$ cat config.mk
export PLATFORM = sky130hd
export DESIGN_NAME = signed_number_to_digit_frames
export DESIGN_NICKNAME = d
export VERILOG_FILES = /design/src/design/sndf_pkg.sv /design/src/design/signed_number_to_digit_frames.sv
export SDC_FILE = /design/constraint.sdc
export NUM_CORES = 1
export LEC_CHECK = 0
export BUFFER_PORTS_ARGS = -buffer_cell sky130_fd_sc_hd__buf_2
export CORE_ASPECT_RATIO = 1.2
export CORE_UTILIZATION = 39
export DETAILED_ROUTE_END_ITERATION = 10
export GPL_TIMING_DRIVEN = 1
export MAX_ROUTING_LAYER = met4
export PLACE_DENSITY = 0.54
export SLEW_MARGIN = 0
export SYNTH_ARGS = -nofsm -noshare
export SYNTH_HDL_FRONTEND = slang
export SYNTH_SLANG_ARGS = --single-unit
$ cat constraint.sdc
create_clock -name clk -period 8 [get_ports clk]
set_input_delay 0.8 -clock clk [delete_from_list [all_inputs] [get_ports clk]]
set_output_delay 0.8 -clock clk [all_outputs]
set_load 0.05 [all_outputs]
$ cat src/design/sndf_pkg.sv
// Package for the signed number to digit frames block.
// Holds field widths, the minus-sign code and the reciprocal constants
// used for the decimal split. No dependencies.
package sndf_pkg;

	localparam int unsigned NUM_W   = 16;
	localparam int unsigned POS_W   = 3;
	localparam int unsigned CODE_W  = 4;
	localparam int unsigned TDATA_W = 8;
	localparam int unsigned FRAMES  = 4;
	localparam int unsigned FIDX_W  = 2;

	typedef logic [CODE_W-1:0] code_t;
	typedef logic [NUM_W-1:0]  mag_t;

	// Code shown in the fourth place for a negative number.
	localparam code_t MINUS_CODE = code_t'(10);

	// Quotients by 10, 100 and 1000 as multiply and shift; exact for
	// magnitudes up to 32768.
	localparam logic [16:0] RECIP_10    = 17'd52429;
	localparam int unsigned SHIFT_10    = 19;
	localparam logic [16:0] RECIP_100   = 17'd5243;
	localparam int unsigned SHIFT_100   = 19;
	localparam logic [16:0] RECIP_1000  = 17'd67109;
	localparam int unsigned SHIFT_1000  = 26;
	// Quotient by 10 of a value below 64.
	localparam logic [3:0]  RECIP_SMALL = 4'd13;
	localparam int unsigned SHIFT_SMALL = 7;

endpackage

$ cat src/design/signed_number_to_digit_frames.sv
// Top level of the signed number to digit frames block.
// Depends on sndf_pkg for widths, the minus-sign code and reciprocal constants.
//
// Usage:
//   Slave channel (s_tvalid/s_tready/s_tdata) takes one signed 16-bit number
//   per item. Master channel (m_tvalid/m_tready/m_tdata/m_tlast) emits four
//   frames per number: positions 1..4, ones digit first. A non-negative
//   number shows its value modulo 10000; a negative number shows the low
//   three digits of its magnitude and the minus-sign code 10 in position 4.
//   m_tlast marks the fourth frame.
// Path: the first frame of a number passes through the input register, the
//   quotient register and the frame buffer before it is on m_tdata.
// Overlap: the four frames of each number leave through the single master
//   channel; the input and quotient stages take the next numbers while the
//   frame buffer is still draining.
// Reset: arst_n clears all valid flags and the frame counter at once; the
//   block is ready for items as soon as reset is released.
// Stall: when m_tready is low the current frame holds; the stages ahead fill
//   up and s_tready drops once both are full.
module signed_number_to_digit_frames (
	input  logic       clk,
	input  logic       arst_n,
	input  logic       s_tvalid,
	output logic       s_tready,
	input  logic [15:0] s_tdata,  // [15:0] number_value
	output logic       m_tvalid,
	input  logic       m_tready,
	output logic [7:0] m_tdata,   // [2:0] digit_position, [6:3] digit_code, [7] zero
	output logic       m_tlast    // last_frame
);

	// Stage 1: magnitude and sign of the accepted number.
	logic                 v_s1;
	logic                 neg_s1;
	sndf_pkg::mag_t       mag_s1;
	// Stage 2: quotients by 10, 100, 1000.
	logic                 v_s2;
	logic                 neg_s2;
	sndf_pkg::mag_t       mag_s2;
	logic [12:0]          q1_s2;
	logic [9:0]           q2_s2;
	logic [5:0]           q3_s2;
	// Frame buffer: four digit codes and the frame index being shown.
	logic                 buf_valid_q;
	sndf_pkg::code_t      digits_q [sndf_pkg::FRAMES];
	logic [sndf_pkg::FIDX_W-1:0] fidx_q;

	logic adv_buf, adv_s2, adv_s1;
	logic frame_done;

	// Free the buffer when its last frame leaves.
	assign frame_done = buf_valid_q && m_tready && (fidx_q == sndf_pkg::FIDX_W'(sndf_pkg::FRAMES - 1));
	assign adv_buf    = !buf_valid_q || frame_done;
	assign adv_s2     = !v_s2 || adv_buf;
	assign adv_s1     = !v_s1 || adv_s2;
	assign s_tready   = adv_s1;

	// Input stage: take the magnitude, keeping 32768 for the most negative value.
	always_ff @(posedge clk or negedge arst_n) begin
		if (!arst_n) begin
			v_s1 <= 1'b0;
		end else if (adv_s1) begin
			v_s1 <= s_tvalid;
		end
	end

	always_ff @(posedge clk) begin
		if (adv_s1 && s_tvalid) begin
			neg_s1 <= s_tdata[15];
			mag_s1 <= s_tdata[15] ? (16'd0 - s_tdata) : s_tdata;
		end
	end

	// Quotient stage: one multiply per divisor, all in parallel.
	logic [33:0] p1, p2, p3;
	always_comb begin
		p1 = {18'd0, mag_s1} * {17'd0, sndf_pkg::RECIP_10};
		p2 = {18'd0, mag_s1} * {17'd0, sndf_pkg::RECIP_100};
		p3 = {18'd0, mag_s1} * {17'd0, sndf_pkg::RECIP_1000};
	end

	always_ff @(posedge clk or negedge arst_n) begin
		if (!arst_n) begin
			v_s2 <= 1'b0;
		end else if (adv_s2) begin
			v_s2 <= v_s1;
		end
	end

	always_ff @(posedge clk) begin
		if (adv_s2 && v_s1) begin
			neg_s2 <= neg_s1;
			mag_s2 <= mag_s1;
			q1_s2  <= 13'(p1 >> sndf_pkg::SHIFT_10);
			q2_s2  <= 10'(p2 >> sndf_pkg::SHIFT_100);
			q3_s2  <= 6'(p3 >> sndf_pkg::SHIFT_1000);
		end
	end

	// Digit stage: remainders by shift-and-add times ten.
	logic [15:0] d0_w;
	logic [12:0] d1_w;
	logic [9:0]  d2_w;
	logic [9:0]  q3x_w;
	logic [5:0]  q4_w;
	logic [5:0]  d3_w;
	always_comb begin
		d0_w  = mag_s2 - ({3'd0, q1_s2} << 3) - ({3'd0, q1_s2} << 1);
		d1_w  = q1_s2 - ({3'd0, q2_s2} << 3) - ({3'd0, q2_s2} << 1);
		d2_w  = q2_s2 - ({4'd0, q3_s2} << 3) - ({4'd0, q3_s2} << 1);
		q3x_w = {4'd0, q3_s2} * {6'd0, sndf_pkg::RECIP_SMALL};
		q4_w  = 6'(q3x_w >> sndf_pkg::SHIFT_SMALL);
		d3_w  = q3_s2 - (q4_w << 3) - (q4_w << 1);
	end

	always_ff @(posedge clk or negedge arst_n) begin
		if (!arst_n) begin
			buf_valid_q <= 1'b0;
			fidx_q      <= '0;
		end else begin
			if (adv_buf) begin
				buf_valid_q <= v_s2;
				fidx_q      <= '0;
			end else if (m_tready) begin
				// advance to the next frame of this number
				fidx_q <= fidx_q + 1'b1;
			end
		end
	end

	always_ff @(posedge clk) begin
		if (adv_buf && v_s2) begin
			digits_q[0] <= d0_w[3:0];
			digits_q[1] <= d1_w[3:0];
			digits_q[2] <= d2_w[3:0];
			digits_q[3] <= neg_s2 ? sndf_pkg::MINUS_CODE : d3_w[3:0];
		end
	end

	assign m_tvalid = buf_valid_q;
	assign m_tlast  = (fidx_q == sndf_pkg::FIDX_W'(sndf_pkg::FRAMES - 1));
	assign m_tdata  = {1'b0, digits_q[fidx_q], {1'b0, fidx_q} + 3'd1};

endmodule

==> flow_summary.json <==
{
  "place_ws_ns": 2.03,
  "grt_pass1_wl_um": 46900,
  "final_util_pct": 42.9,
  "setup-violations-final": 0,
  "synthCells": 1193,
  "initialDrtViolationCount": 265,
  "fill_cells": 3111,
  "syn_avg_cell_area_um2": 10.5,
  "ys_top_cells_by_area": "ha_1 30%, fa_1 29%, edfxtp_1 13%",
  "cts_tree": "done",
  "synthesis.nets": 1697,
  "start_util_pct": 39.7,
  "ctsHoldBuffers": 0,
  "yosys.area.top_type": "ha_1",
  "crit_required_ns": 8.09,
  "critical_path_class": "reg2reg",
  "grt_max_degree": 20,
  "ff2ff_path_depth": 17,
  "timing.final.ws_setup_ns": 2.06,
  "drv_slew": 0,
  "critPathLaunchType": "flip-flop",
  "grt_pass1_vias": 8819,
  "yosysWarnings": 0,
  "min_period_ns": 5.94,
  "track_usage_pct": 20.0,
  "cts_resized": 0,
  "numCtsBuffers": 9,
  "critical_path_arrival_ns": 6.02,
  "grt-ovfl-total": 0,
  "coreArea_um2": 31400,
  "synth_edf_count": 52,
  "violations": "design-rule violations",
  "fin_skew_ns": 0.00571,
  "wirelength_um": 29100,
  "std_cell_rows": 71,
  "vias": 8090,
  "critPathMaxStageDelay_ns": 0.72,
  "io_buffers": 29,
  "ant_nets": 0,
  "cap_violations": 0,
  "yosysSeqAreaShare_pct": 13.5,
  "cp_max_fo": 14,
  "yosysTopAreaCellShare_pct": 30.5,
  "dr.pass1.iters": 7,
  "max_clock_freq_ghz": 0.168,
  "slew_headroom_pct": 31.5,
  "clk_latency_ns": 0.34,
  "finalHoldViolations": 0,
  "cts.sinks": 57,
  "synth_area_um2": 12500,
  "hold_slack_ns": 0.276,
  "rsz0062_at_grt": "false",
  "crit_buf_inv": 5,
  "wl_per_cell_um": 17.7,
  "fin_crit_sh_pct": 74.2,
  "end_kind": "flip-flop",
  "synthFlopType": "edfxtp_1",
  "gp_congestion": 0.920,
  "cp_top_family": "adder cells",
  "path_clk_slew_ns": 0.05,
  "htreeDepth": 3,
  "worstPathCellList": "ha_1 -> inv_1 -> fa_1 -> inv_1 -> fa_1 -> fa_1 -> fa_1 -> inv_1 -> fa_1 -> inv_1 -> ha_1 -> a21oi_1 -> inv_1 -> a2111oi_0 -> nand4_1 -> a31oi_1 -> xnor2_1",
  "fp.dieH_um": 198,
  "root_buffer": "clkbuf_16",
  "worst_pin_slew_ns": 1.03,
  "setup-tns-final_ns": 0,
  "ios": 31,
  "cts_buffer_depth": 2,
  "hpwl_um": 25700,
  "cts_setup_buffers": 0,
  "synth-seq-cells": 57,
  "areaGrowthSynthToFinish_pct": 7.95,
  "async_flop_share_pct": 8.77,
  "ys_types": 55,
  "hp-class": "in2async",
  "crit_slowest_cell": "edfxtp_1",
  "remaining_drc_errors": 7,
  "status": "finished with violations",
  "diodes": 0,
  "dieArea_um2": 32700,
  "fin_nets": 1741,
  "grt_antenna_before_repair": 0,
  "path_depth": 17,
  "vias_per_cell": 4.92,
  "drive_above_1_share_pct": 5.39,
  "chipWidth_um": 165
}
-- metal layers --
layer / part of all wire [%] / track usage, % / routed length, µm / vias up
met5: 0 / - / 0 / -
met4: 3.3 / 6.40 / 969 / 0
met3: 2.6 / 2.20 / 750 / 54
met2: 53 / 36.3 / 15500 / 122
met1: 41 / 22.5 / 11800 / 4013
li1: - / - / - / 3901
-- metrics by stage --
step,cell area [µm²],cells
after CTS,13500,1643
after detailed placement,13200,1627
after global routing,13500,1643
after floorplan,12500,1193
final,13500,1643
after global placement,13200,1627
-- registers in the layout, summed over array words and instances (netlist names) --
register / count
digits_q: 16
fidx_q: 2
m_tvalid: 1
mag_s1: 16
mag_s2: 4
neg_s1: 1
neg_s2: 1
q1_s2: 4
q2_s2: 4
q3_s2: 6
v_s1: 1
v_s2: 1
-- synthesized netlist by cell type (5+ instances only) --
| master | count |
|---|---|
| ha_1 | 304 |
| nand4_1 | 9 |
| o21ai_0 | 16 |
| xor2_1 | 15 |
| a21oi_1 | 23 |
| fa_1 | 180 |
| inv_1 | 358 |
| a31oi_1 | 5 |
| edfxtp_1 | 52 |
| dfrtp_1 | 5 |
| nand2b_1 | 8 |
| a2111oi_0 | 6 |
| xnor2_1 | 53 |
| o211ai_1 | 5 |
| nor2_1 | 20 |
| nand2_1 | 30 |
| a21o_1 | 13 |
| nor3_1 | 5 |
| o31ai_1 | 5 |
| a211oi_1 | 8 |
| nand3_1 | 8 |
| o21a_1 | 6 |
-- placed cells by master (no fill, tap or decap), types with 5 or more instances in the layout --
cell | netlist | layout
buf_2 | 0 | 29
buf_4 | 2 | 10
a2111oi_0 | 6 | 6
o21ai_0 | 16 | 16
o211ai_1 | 5 | 5
a21oi_1 | 23 | 23
nand3_1 | 8 | 8
clkbuf_16 | 0 | 9
edfxtp_1 | 52 | 52
dfrtp_1 | 5 | 5
o21a_1 | 6 | 6
xnor2_1 | 53 | 53
o31ai_1 | 5 | 5
nor2_1 | 20 | 20
a21o_1 | 13 | 13
a211oi_1 | 8 | 8
inv_1 | 358 | 358
nor3_1 | 5 | 5
fa_1 | 180 | 180
a31oi_1 | 5 | 5
nand4_1 | 9 | 9
nand2b_1 | 8 | 8
nand2_1 | 30 | 30
ha_1 | 304 | 304
xor2_1 | 15 | 15
-- worst register-to-register path: cells and delay by family (launching register included) --
kind / cells / cell delay [ns]
flops: 1 / 0.72
xor+xnor: 1 / 0.08
buf+inv: 5 / 0.30
compound gates: 3 / 0.95
fa+ha+maj: 7 / 3.41
simple gates: 1 / 0.23
-- cell families after synthesis --
family	Yosys count	synth area share (%)
other	1	0.0300
AOI/OAI and AO/OA	108	5.93
DFF	57	13.5
adders and majority gates	484	59.3
and+or+nand+nor	105	4.40
buffers and inverters	364	11.1
xor gates and xnor gates	69	4.95
muxes	5	0.802
-- final cells by class --
type | instances | area [µm²] | share of cell area, %
flip-flops and latches | 57 | 1690 | 12.5
inverters | 358 | 1340 | 9.97
repair buffers | 39 | 220 | 1.63
clock buffers | 12 | 256 | 1.90
clock inverters | 4 | 51.3 | 0.381
well taps | 401 | 502 | 3.72
multi-input cells | 772 | 9420 | 69.9
-- worst paths after layout --
kind,from,to,slack (ns)
max,mag_s1[6],q1_s2[3],2.06
min,arst_n,fidx_q[0],0.28
max reg2reg,mag_s1[6],q1_s2[3],2.06
min reg2reg,v_s1,v_s2,0.48
max in group asynchronous,arst_n,fidx_q[1],7.59
min in group clk,v_s1,v_s2,0.48
Power is left out: the tool's default activity adds up to more than one toggle a clock period on the data nets, which glitch-free logic cannot reach.
